`src/sv/sdsc_pkg.sv`:
```
// Shared types and constants for the staged docking steering control.
// Holds phase/status codes, config register indexes and inter-stage structs.
// No dependencies.
package sdsc_pkg;

  localparam int QW = 12;

  localparam logic signed [16:0] Q_PI     = 17'sd12868;
  localparam logic signed [16:0] Q_TWO_PI = 17'sd25736;
  localparam logic signed [27:0] Q_HALF   = 28'sd2048;

  typedef enum logic [1:0] {
    PH_APPROACH = 2'd0,
    PH_FINAL    = 2'd1,
    PH_ALIGNED  = 2'd2
  } phase_t;

  typedef enum logic [2:0] {
    ST_APPROACH    = 3'd0,
    ST_FINAL       = 3'd1,
    ST_ALIGNED     = 3'd2,
    ST_TIMEOUT     = 3'd3,
    ST_NO_DATA     = 3'd4,
    ST_ENTER_FINAL = 3'd5
  } status_t;

  typedef enum logic [1:0] {
    LIN_ZERO     = 2'd0,
    LIN_FINAL    = 2'd1,
    LIN_APPROACH = 2'd2
  } lin_sel_t;

  localparam logic [2:0] REG_FINAL_DISTANCE = 3'd0;
  localparam logic [2:0] REG_FINAL_SPEED    = 3'd1;
  localparam logic [2:0] REG_FORWARD_GAIN   = 3'd2;
  localparam logic [2:0] REG_SPEED_LIMIT    = 3'd3;
  localparam logic [2:0] REG_HEADING_GAIN   = 3'd4;
  localparam logic [2:0] REG_RATE_GAIN      = 3'd5;
  localparam logic [2:0] REG_TURN_LIMIT     = 3'd6;
  localparam logic [2:0] REG_FINAL_TICKS    = 3'd7;

  typedef struct packed {
    logic [22:0] final_distance;
    logic [14:0] final_speed;
    logic [15:0] forward_gain;
    logic [14:0] speed_limit;
    logic [15:0] heading_gain;
    logic [15:0] rate_gain;
    logic [14:0] turn_limit;
    logic [15:0] final_ticks;
  } cfg_t;

  localparam cfg_t CFG_RESET = '{
    final_distance: 23'd4096,
    final_speed:    15'd1229,
    forward_gain:   16'd1638,
    speed_limit:    15'd1638,
    heading_gain:   16'd6144,
    rate_gain:      16'd819,
    turn_limit:     15'd3277,
    final_ticks:    16'd87
  };

  // Decision stage -> multiply stage
  typedef struct packed {
    logic               cmd_valid;
    lin_sel_t           lin_sel;
    logic               steer;
    status_t            status;
    phase_t             phase;
    logic signed [15:0] herr;
    logic signed [15:0] rate;
    logic [22:0]        dy;
  } dec_t;

  // Multiply stage -> output stage
  typedef struct packed {
    logic               cmd_valid;
    lin_sel_t           lin_sel;
    logic               steer;
    status_t            status;
    phase_t             phase;
    logic signed [15:0] herr;
    logic signed [32:0] prod_h;
    logic signed [32:0] prod_r;
    logic [38:0]        prod_f;
  } prod_t;

endpackage

```
`src/sv/sdsc_ctrl.sv`:
```
// Decision stage: holds the pose sample, silence and final counters and phase.
// Updates all state on each input transfer. Depends on sdsc_pkg.
module sdsc_ctrl #(
  parameter int TIMEOUT_TICKS = 10
) (
  input  logic               clk,
  input  logic               rst_n,
  input  sdsc_pkg::cfg_t     cfg,
  input  logic               in_valid,
  output logic               in_ready,
  input  logic               in_fresh,
  input  logic signed [23:0] in_pos_y,
  input  logic signed [14:0] in_heading,
  input  logic signed [15:0] in_yaw_rate,
  output logic               dec_valid,
  input  logic               dec_ready,
  output sdsc_pkg::dec_t     dec
);
  import sdsc_pkg::*;

  localparam logic [15:0] TIMEOUT_LIM = 16'(TIMEOUT_TICKS);

  phase_t             phase_r, phase_nxt;
  logic               data_ok_r, data_ok_nxt;
  logic               seen_r, seen_nxt;
  logic signed [23:0] held_y_r, y_now;
  logic signed [14:0] held_h_r, h_now;
  logic signed [15:0] held_rate_r, rate_now;
  logic signed [14:0] locked_r, locked_nxt;
  logic [15:0]        fcount_r, fcount_nxt, fcount_inc;
  logic [15:0]        silence_r, silence_nxt;
  logic               valid_r;
  dec_t               dec_r, dec_nxt;
  logic               accept, timeout;
  logic signed [16:0] diff_fin, diff_app;
  logic signed [24:0] dy_full;

  function automatic logic signed [15:0] wrap(input logic signed [16:0] a);
    logic signed [16:0] r;
    if (a > Q_PI)       r = a - Q_TWO_PI;
    else if (a < -Q_PI) r = a + Q_TWO_PI;
    else                r = a;
    return r[15:0];
  endfunction

  assign in_ready = !valid_r || dec_ready;
  assign accept   = in_valid && in_ready;

  always_comb begin
    y_now    = in_fresh ? in_pos_y    : held_y_r;
    h_now    = in_fresh ? in_heading  : held_h_r;
    rate_now = in_fresh ? in_yaw_rate : held_rate_r;
    seen_nxt = seen_r || in_fresh;
    if (in_fresh)                silence_nxt = '0;
    else if (silence_r != '1)    silence_nxt = silence_r + 16'd1;
    else                         silence_nxt = silence_r;
    if (phase_r == PH_FINAL && fcount_r != '1) fcount_inc = fcount_r + 16'd1;
    else                                        fcount_inc = fcount_r;
    timeout  = seen_nxt && (silence_nxt > TIMEOUT_LIM);
    diff_fin = 17'(locked_r) - 17'(h_now);
    diff_app = 17'sd0 - 17'(h_now);
    dy_full  = 25'(y_now) - $signed({2'b00, cfg.final_distance});

    phase_nxt   = phase_r;
    data_ok_nxt = data_ok_r || in_fresh;
    locked_nxt  = locked_r;
    fcount_nxt  = fcount_inc;

    dec_nxt           = '0;
    dec_nxt.lin_sel   = LIN_ZERO;
    dec_nxt.status    = ST_NO_DATA;
    dec_nxt.rate      = rate_now;
    dec_nxt.dy        = dy_full[22:0];

    if (timeout) begin
      dec_nxt.cmd_valid = 1'b1;
      dec_nxt.status    = ST_TIMEOUT;
      data_ok_nxt       = 1'b0;
    end else if (!data_ok_nxt) begin
      dec_nxt.status = ST_NO_DATA;
    end else begin
      unique case (phase_r)
        PH_FINAL: begin
          if (fcount_inc >= cfg.final_ticks) begin
            phase_nxt         = PH_ALIGNED;
            dec_nxt.cmd_valid = 1'b1;
            dec_nxt.status    = ST_ALIGNED;
          end else begin
            dec_nxt.cmd_valid = 1'b1;
            dec_nxt.status    = ST_FINAL;
            dec_nxt.steer     = 1'b1;
            dec_nxt.herr      = wrap(diff_fin);
            dec_nxt.lin_sel   = LIN_FINAL;
          end
        end
        PH_ALIGNED: begin
          dec_nxt.cmd_valid = 1'b1;
          dec_nxt.status    = ST_ALIGNED;
        end
        default: begin
          if (y_now <= $signed({1'b0, cfg.final_distance})) begin
            phase_nxt      = PH_FINAL;
            locked_nxt     = h_now;
            fcount_nxt     = '0;
            dec_nxt.status = ST_ENTER_FINAL;
          end else begin
            dec_nxt.cmd_valid = 1'b1;
            dec_nxt.status    = ST_APPROACH;
            dec_nxt.steer     = 1'b1;
            dec_nxt.herr      = wrap(diff_app);
            dec_nxt.lin_sel   = LIN_APPROACH;
          end
        end
      endcase
    end
    dec_nxt.phase = phase_nxt;
  end

  always_ff @(posedge clk) begin
    if (!rst_n) begin
      phase_r     <= PH_APPROACH;
      data_ok_r   <= 1'b0;
      seen_r      <= 1'b0;
      held_y_r    <= '0;
      held_h_r    <= '0;
      held_rate_r <= '0;
      locked_r    <= '0;
      fcount_r    <= '0;
      silence_r   <= '0;
      valid_r     <= 1'b0;
    end else begin
      if (accept) begin
        phase_r     <= phase_nxt;
        data_ok_r   <= data_ok_nxt;
        seen_r      <= seen_nxt;
        held_y_r    <= y_now;
        held_h_r    <= h_now;
        held_rate_r <= rate_now;
        locked_r    <= locked_nxt;
        fcount_r    <= fcount_nxt;
        silence_r   <= silence_nxt;
      end
      if (in_ready) valid_r <= in_valid;
    end
  end

  always_ff @(posedge clk) begin
    if (accept) dec_r <= dec_nxt;
  end

  assign dec_valid = valid_r;
  assign dec       = dec_r;

endmodule

```
`src/sv/sdsc_mult.sv`:
```
// Multiply stage: heading P, yaw-rate D and distance-to-speed products.
// Depends on sdsc_pkg.
module sdsc_mult (
  input  logic           clk,
  input  logic           rst_n,
  input  sdsc_pkg::cfg_t cfg,
  input  logic           dec_valid,
  output logic           dec_ready,
  input  sdsc_pkg::dec_t dec,
  output logic           prod_valid,
  input  logic           prod_ready,
  output sdsc_pkg::prod_t prod
);
  import sdsc_pkg::*;

  logic  valid_r;
  prod_t prod_r, prod_nxt;

  assign dec_ready = !valid_r || prod_ready;

  always_comb begin
    prod_nxt.cmd_valid = dec.cmd_valid;
    prod_nxt.lin_sel   = dec.lin_sel;
    prod_nxt.steer     = dec.steer;
    prod_nxt.status    = dec.status;
    prod_nxt.phase     = dec.phase;
    prod_nxt.herr      = dec.herr;
    prod_nxt.prod_h    = $signed({1'b0, cfg.heading_gain}) * dec.herr;
    prod_nxt.prod_r    = $signed({1'b0, cfg.rate_gain}) * dec.rate;
    prod_nxt.prod_f    = 39'(cfg.forward_gain) * 39'(dec.dy);
  end

  always_ff @(posedge clk) begin
    if (!rst_n) begin
      valid_r <= 1'b0;
    end else if (dec_ready) begin
      valid_r <= dec_valid;
    end
  end

  always_ff @(posedge clk) begin
    if (dec_valid && dec_ready) prod_r <= prod_nxt;
  end

  assign prod_valid = valid_r;
  assign prod       = prod_r;

endmodule

```
`src/sv/sdsc_out.sv`:
```
// Output stage: round Q.24 products to Q.12, clamp, and register the result.
// Depends on sdsc_pkg.
module sdsc_out (
  input  logic               clk,
  input  logic               rst_n,
  input  sdsc_pkg::cfg_t     cfg,
  input  logic               prod_valid,
  output logic               prod_ready,
  input  sdsc_pkg::prod_t    prod,
  output logic               out_valid,
  input  logic               out_ready,
  output logic               out_cmd_valid,
  output logic [14:0]        out_linear_cmd,
  output logic signed [15:0] out_angular_cmd,
  output logic [1:0]         out_phase,
  output logic [2:0]         out_status,
  output logic signed [15:0] out_heading_error
);
  import sdsc_pkg::*;

  logic               valid_r;
  logic               cmd_valid_r;
  logic [14:0]        lin_r, lin_nxt;
  logic signed [15:0] ang_r, ang_nxt;
  logic [1:0]         phase_r;
  logic [2:0]         status_r;
  logic signed [15:0] herr_r;
  logic signed [33:0] pd_sum;
  logic signed [33:0] pd_round;
  logic signed [21:0] turn_q;
  logic signed [21:0] turn_lim;
  logic [39:0]        sp_round;
  logic [27:0]        sp_q;

  assign prod_ready = !valid_r || out_ready;

  always_comb begin
    pd_sum   = 34'(prod.prod_h) - 34'(prod.prod_r);
    pd_round = pd_sum + 34'(Q_HALF);
    turn_q   = 22'(pd_round >>> QW);
    turn_lim = 22'(cfg.turn_limit);
    if (turn_q > turn_lim)       ang_nxt = 16'(turn_lim);
    else if (turn_q < -turn_lim) ang_nxt = 16'(-turn_lim);
    else                         ang_nxt = 16'(turn_q);
    if (!prod.steer) ang_nxt = '0;

    sp_round = 40'(prod.prod_f) + 40'd2048;
    sp_q     = 28'(sp_round >> QW);
    case (prod.lin_sel)
      LIN_FINAL:    lin_nxt = cfg.final_speed;
      LIN_APPROACH: lin_nxt = (sp_q > 28'(cfg.speed_limit)) ? cfg.speed_limit
                                                             : sp_q[14:0];
      default:      lin_nxt = '0;
    endcase
  end

  always_ff @(posedge clk) begin
    if (!rst_n) begin
      valid_r <= 1'b0;
    end else if (prod_ready) begin
      valid_r <= prod_valid;
    end
  end

  always_ff @(posedge clk) begin
    if (prod_valid && prod_ready) begin
      cmd_valid_r <= prod.cmd_valid;
      lin_r       <= lin_nxt;
      ang_r       <= ang_nxt;
      phase_r     <= prod.phase;
      status_r    <= prod.status;
      herr_r      <= prod.herr;
    end
  end

  assign out_valid         = valid_r;
  assign out_cmd_valid     = cmd_valid_r;
  assign out_linear_cmd    = lin_r;
  assign out_angular_cmd   = ang_r;
  assign out_phase         = phase_r;
  assign out_status        = status_r;
  assign out_heading_error = herr_r;

endmodule

```
`src/sv/staged_docking_steering_control.sv`:
```
// Staged docking steering control, top level: config registers and 3-stage pipeline.
// An input transfer loads the first of three register stages (decision, multiply,
// output); the result is registered in the output stage. Throughput: one item per
// cycle while the result side does not stall, set by the decision-stage state update.
// Reset (rst_n low, synchronous): approach phase, counters and held sample cleared,
// config registers back to defaults, pipeline emptied. Depends on sdsc_pkg and stages.
module staged_docking_steering_control #(
  parameter int TIMEOUT_TICKS = 10
) (
  input  logic               clk,
  input  logic               rst_n,
  // configuration write channel
  input  logic               cfg_valid,
  output logic               cfg_ready,
  input  logic [2:0]         cfg_index,
  input  logic [22:0]        cfg_data,
  // input channel: one control tick per transfer
  input  logic               in_valid,
  output logic               in_ready,
  input  logic               in_fresh,
  input  logic signed [23:0] in_pos_y,
  input  logic signed [14:0] in_heading,
  input  logic signed [15:0] in_yaw_rate,
  // result channel: one command per tick
  output logic               out_valid,
  input  logic               out_ready,
  output logic               out_cmd_valid,
  output logic [14:0]        out_linear_cmd,
  output logic signed [15:0] out_angular_cmd,
  output logic [1:0]         out_phase,
  output logic [2:0]         out_status,
  output logic signed [15:0] out_heading_error
);
  import sdsc_pkg::*;

  cfg_t  cfg_r;
  logic  dec_valid, dec_ready;
  dec_t  dec;
  logic  prod_valid, prod_ready;
  prod_t prod;

  // Always taken; user must let writes arrive only while the block is idle (unchecked).
  assign cfg_ready = 1'b1;

  always_ff @(posedge clk) begin
    if (!rst_n) begin
      cfg_r <= CFG_RESET;
    end else if (cfg_valid) begin
      unique case (cfg_index)
        REG_FINAL_DISTANCE: cfg_r.final_distance <= cfg_data;
        REG_FINAL_SPEED:    cfg_r.final_speed    <= cfg_data[14:0];
        REG_FORWARD_GAIN:   cfg_r.forward_gain   <= cfg_data[15:0];
        REG_SPEED_LIMIT:    cfg_r.speed_limit    <= cfg_data[14:0];
        REG_HEADING_GAIN:   cfg_r.heading_gain   <= cfg_data[15:0];
        REG_RATE_GAIN:      cfg_r.rate_gain      <= cfg_data[15:0];
        REG_TURN_LIMIT:     cfg_r.turn_limit     <= cfg_data[14:0];
        REG_FINAL_TICKS:    cfg_r.final_ticks    <= cfg_data[15:0];
        default:            cfg_r                <= cfg_r;
      endcase
    end
  end

  // Stage 1: fold in the fresh sample, advance counters and phase, pick the
  // command kind and the wrapped heading error. All state settles here, so
  // the next tick can be taken straight away unless the later stages stall.
  sdsc_ctrl #(
    .TIMEOUT_TICKS(TIMEOUT_TICKS)
  ) u_ctrl (
    .clk        (clk),
    .rst_n      (rst_n),
    .cfg        (cfg_r),
    .in_valid   (in_valid),
    .in_ready   (in_ready),
    .in_fresh   (in_fresh),
    .in_pos_y   (in_pos_y),
    .in_heading (in_heading),
    .in_yaw_rate(in_yaw_rate),
    .dec_valid  (dec_valid),
    .dec_ready  (dec_ready),
    .dec        (dec)
  );

  // Stage 2: the three gain products, each a single multiplier.
  sdsc_mult u_mult (
    .clk       (clk),
    .rst_n     (rst_n),
    .cfg       (cfg_r),
    .dec_valid (dec_valid),
    .dec_ready (dec_ready),
    .dec       (dec),
    .prod_valid(prod_valid),
    .prod_ready(prod_ready),
    .prod      (prod)
  );

  // Stage 3: round half up to Q4.12, clamp turn and speed, hold the result
  // until the transfer on the result channel.
  sdsc_out u_out (
    .clk              (clk),
    .rst_n            (rst_n),
    .cfg              (cfg_r),
    .prod_valid       (prod_valid),
    .prod_ready       (prod_ready),
    .prod             (prod),
    .out_valid        (out_valid),
    .out_ready        (out_ready),
    .out_cmd_valid    (out_cmd_valid),
    .out_linear_cmd   (out_linear_cmd),
    .out_angular_cmd  (out_angular_cmd),
    .out_phase        (out_phase),
    .out_status       (out_status),
    .out_heading_error(out_heading_error)
  );

endmodule

```
`config.mk`:
```
export PLATFORM = sky130hd
export DESIGN_NAME = staged_docking_steering_control
export DESIGN_NICKNAME = d
export VERILOG_FILES = /design/src/sv/sdsc_pkg.sv /design/src/sv/sdsc_ctrl.sv /design/src/sv/sdsc_mult.sv /design/src/sv/sdsc_out.sv /design/src/sv/staged_docking_steering_control.sv
export SDC_FILE = /design/constraint.sdc
export NUM_CORES = 2
export LEC_CHECK = 0
export BUFFER_PORTS_ARGS = -buffer_cell sky130_fd_sc_hd__buf_2
export CAP_MARGIN = 20
export CORE_MARGIN = 2
export CORE_UTILIZATION = 28
export CTS_CLUSTER_SIZE = 30
export DETAILED_ROUTE_END_ITERATION = 7
export PLACE_DENSITY = 0.43
export SYNTH_ARGS = -nofsm -noshare
export SYNTH_HDL_FRONTEND = slang
export SYNTH_SLANG_ARGS = --single-unit
```
`constraint.sdc`:
```
create_clock -name clk -period 17.4 [get_ports clk]
set_input_delay 4.35 -clock clk [delete_from_list [all_inputs] [get_ports clk]]
set_output_delay 4.35 -clock clk [all_outputs]
set_load 0.01 [all_outputs]
```
==> impl_metrics.csv <==
group,metric,value,unit
timing,fin_crit,9.71,ns
clock_network,cts.repair.resized,0,
setup_path,arrival,5.36,ns
setup_path,cp_slowest_cell,"nor2b_1",
clock_network,clkTransAtPathRegs,0.06,ns
setup_path,cp-end-kind,"output port",
pwr,ir_drop,0.237,mV
min_path,hp-class,"flop to flop",
setup_path,max_stage_delay,0.44,ns
setup_path,path_cells,"buf_2 > nor2b_1 > nand3_1 > buf_2",
setup_path,cp.depth,4,
setup_path,critPathLaunch,"out_ready",
logic_synthesis,synth_nets,7270,
clock_network,clock_latency,0.68,ns
clock_network,cts_buffers,59,
logic_synthesis,synth_top_family_by_area,"adder cells",
finish,fin_nets,7299,
timing,finalSetupTns,0,ns
floorplan,rows,161,
clock_network,cts_root_buffer,"clkbuf_16",
timing,fin_skew,0.0426,ns
floorplan,core,192000,um2
grt,grt_max_degree,80,
logic_synthesis,synth_mux_area_share,1.54,%
timing,slew_viol_final,0,
setup_path,crit_fanout,5,
clock_network,cts_buffer_depth,3,
grt,antenna_found_initial,21,
clock_network,cts-htree-levels,2,
setup_path,crit_family,"simple AND/OR/NAND/NOR gates",
drt,dr_total_vias,40400,
floorplan,die_h,443,um
finish,layout_commonest_cell,"inv_1",
finish,mostFrequentLayoutCells,"inv_1, nand2_1, fa_1, ha_1, and2_1",
clock_network,cts_sinks,477,
grt,first_global_vias,42500,
placement,io_buffers,141,
logic_synthesis,synthArstFlopShare,0,%
drt,first_pass_iters,5,
logic_synthesis,synthSimpleGateAreaFrac,16.9,%
logic_synthesis,synth_seq_cells,477,
logic_synthesis,yosysUniqueCellTypes,101,
logic_synthesis,syn-cell-area,54100,um2
timing,setup_viol,0,
grt,grt_pass1_wl,257000,um
setup_path,reg2reg_depth,22,
timing,rsz0062_at_grt,"no",
clock_network,holdBufCountCts,0,
finish,drive_gt1_share,6.85,%
grt,overflow,0,
logic_synthesis,ys_seq_area_share,22.0,%
timing,fin_crit_sh,55.8,%
logic_synthesis,synth_edf_count,236,
timing,tightest_slew,1.06,ns
setup_path,r2r_slack,9.49,ns
floorplan,initial_core_util,28.1,%
clock_network,cts_setup_buffers,0,
finish,n_fill_cell,20400,
timing,hold_viol_final,0,
drt,drt_iter0_drc,2112,
logic_synthesis,synthCells,5968,
setup_path,reg2reg_to,"u_mult.prod[71]",
logic_synthesis,synth_compound_area_share,9.73,%
logic_synthesis,ys_warn_count,0,
drt,via_per_inst,4.71,
setup_path,crit_end,"in_ready",
placement,globalplace.congestion,0.841,
drt,avgRoutedWirePerCell,19.3,um
setup_path,worstPathRequired,13.05,ns
floorplan,io_pins,143,
setup_path,cpMostUsedCell,"buf_2",
flow_run,maxCapViolCount,0,
timing,relSlewSlack,29.3,%
finish,area_growth,10.3,%
setup_path,cp_num_buf_inv,2,
drt,finalWirelength,165000,um
setup_path,crit_path_start_kind,"input port",
timing,clock.fmax,0.103,GHz
floorplan,die_w,443,um
logic_synthesis,avgSynthCellArea,9.06,um2
placement,dp_hpwl,124000,um
floorplan,die_area,197000,um2
logic_synthesis,synthAdderAreaFrac,37.6,%
pwr,pwr_density_cell,151,nW/um2
setup_path,critPathKind,"input port to output port",
setup_path,timing.rr.start,"u_ctrl.dec[29]",
clock_network,tritoncts,"yes",
logic_synthesis,yosys.area_share.xor_xnor,3.48,%
drt,drtAntennaViolNets,0,
logic_synthesis,synth_ff_type,"dfxtp_1",
pwr,leakage,27.5,nW
pwr,power,9.01,mW
grt,track_usage,16.9,%
drt,drc,0,
run_status,status,"completed",
## metrics by stage
step	std cells	hold slack [ns]	util [%]	cell area, um2	worst slack [ns]
3_3_place_gp	8461	0.403	29.9	57500	7.14
6_report	8578	0.418	31.0	59600	7.69
4_1_cts	8572	0.420	31.0	59600	7.68
2_1_floorplan	5968	0.400	-	54100	3.58
5_1_grt	8577	0.424	31.0	59600	7.52
3_5_place_dp	8462	0.406	29.9	57500	7.14
## routing by layer
layer  routed length [um]  GRT usage (%)  vias up  part of all wire, %
met5                    0              0        -                    0
met2                82700           30.1      595                   50
met3                 4510           1.43      175                  2.7
li1                     -              -    19300                    -
met1                73400           21.6    20300                   44
met4                 4830           4.72        0                  2.9
## flip-flops by register name (all words and copies together) (netlist names), 15 cells and up
register / count
u_ctrl.fcount_r: 16
u_out.out_heading_error: 16
u_mult.prod: 119
u_out.out_linear_cmd: 15
cfg_r: 132
u_ctrl.locked_r: 15
u_ctrl.held_h_r: 15
u_ctrl.silence_r: 16
u_out.out_angular_cmd: 16
u_ctrl.dec: 64
u_ctrl.held_rate_r: 16
u_ctrl.held_y_r: 24
## logic make-up after synthesis
group | after synthesis
simple gates | 1941
fa+ha+maj | 1215
buf+inv | 1231
xor+xnor | 215
other cells | 1
mux | 76
flops | 477
compound gates | 812
## layout make-up
class,instances,area [um2],share of cell area [%]
Clock buffer,77,1690,2.83
Clock inverter,33,358,0.600
Tap cell,2526,3160,5.30
Antenna cell,6,15.0,0.0252
Multi-Input combinational cell,4260,37500,62.9
Inverter,982,3700,6.20
Timing Repair Buffer,217,1290,2.16
Sequential cell,477,11900,20.0
## Yosys cell counts (8+ instances only)
master | number | share of area (%)
and2_1 | 354 | 4.1
nand2b_1 | 46 | 0.53
buf_2 | 15 | 0.14
nor3_1 | 65 | 0.60
or3_1 | 20 | 0.23
nor4_1 | 14 | 0.16
a21oi_1 | 294 | 2.7
o21ai_0 | 103 | 0.95
inv_1 | 981 | 6.8
nand4_1 | 33 | 0.38
xor2_1 | 65 | 1.1
nor2_1 | 230 | 1.6
a211oi_1 | 56 | 0.78
nor3b_1 | 14 | 0.19
o22ai_1 | 23 | 0.27
o21a_1 | 31 | 0.43
clkbuf_2 | 17 | 0.16
xnor2_1 | 150 | 2.4
o21bai_1 | 12 | 0.17
a31oi_1 | 29 | 0.34
nor2b_1 | 39 | 0.45
and4_1 | 10 | 0.16
ha_1 | 534 | 12
clkbuf_1 | 204 | 1.4
a22oi_1 | 17 | 0.24
a31o_2 | 9 | 0.15
edfxtp_1 | 236 | 13
a21o_1 | 82 | 1.1
a21boi_0 | 8 | 0.11
mux2_2 | 40 | 0.83
nand3_1 | 75 | 0.69
dfxtp_1 | 241 | 8.9
or2_2 | 13 | 0.15
and3_1 | 32 | 0.37
o211ai_1 | 31 | 0.43
fa_1 | 681 | 25
nand3b_1 | 9 | 0.12
nand2_1 | 957 | 6.6
or4_1 | 10 | 0.14
o31ai_1 | 15 | 0.21
mux2i_1 | 33 | 0.61
## worst min path at each step
stage	from	end	slack (ns)	cells after the start
after CTS	u_mult.prod[116]	u_out.out_heading_error[11]	0.42	0
after global routing	u_mult.prod[116]	u_out.out_heading_error[11]	0.42	0
after floorplan	u_ctrl.dec[55]	u_mult.prod[121]	0.40	0
final	u_mult.prod[108]	u_out.out_heading_error[3]	0.42	0
after detailed placement	u_mult.prod[107]	u_out.out_heading_error[2]	0.41	0
after global placement	u_ctrl.dec[58]	u_mult.prod[124]	0.40	0
## power breakdown
part / internal [mW] / leakage, nW / switching (mW)
registers: 1.54 / 4.23 / 0.135
logic: 2.42 / 22.3 / 3.60
clock network: 0.763 / 0.989 / 0.555
Power figures use the tool's default switching activity.
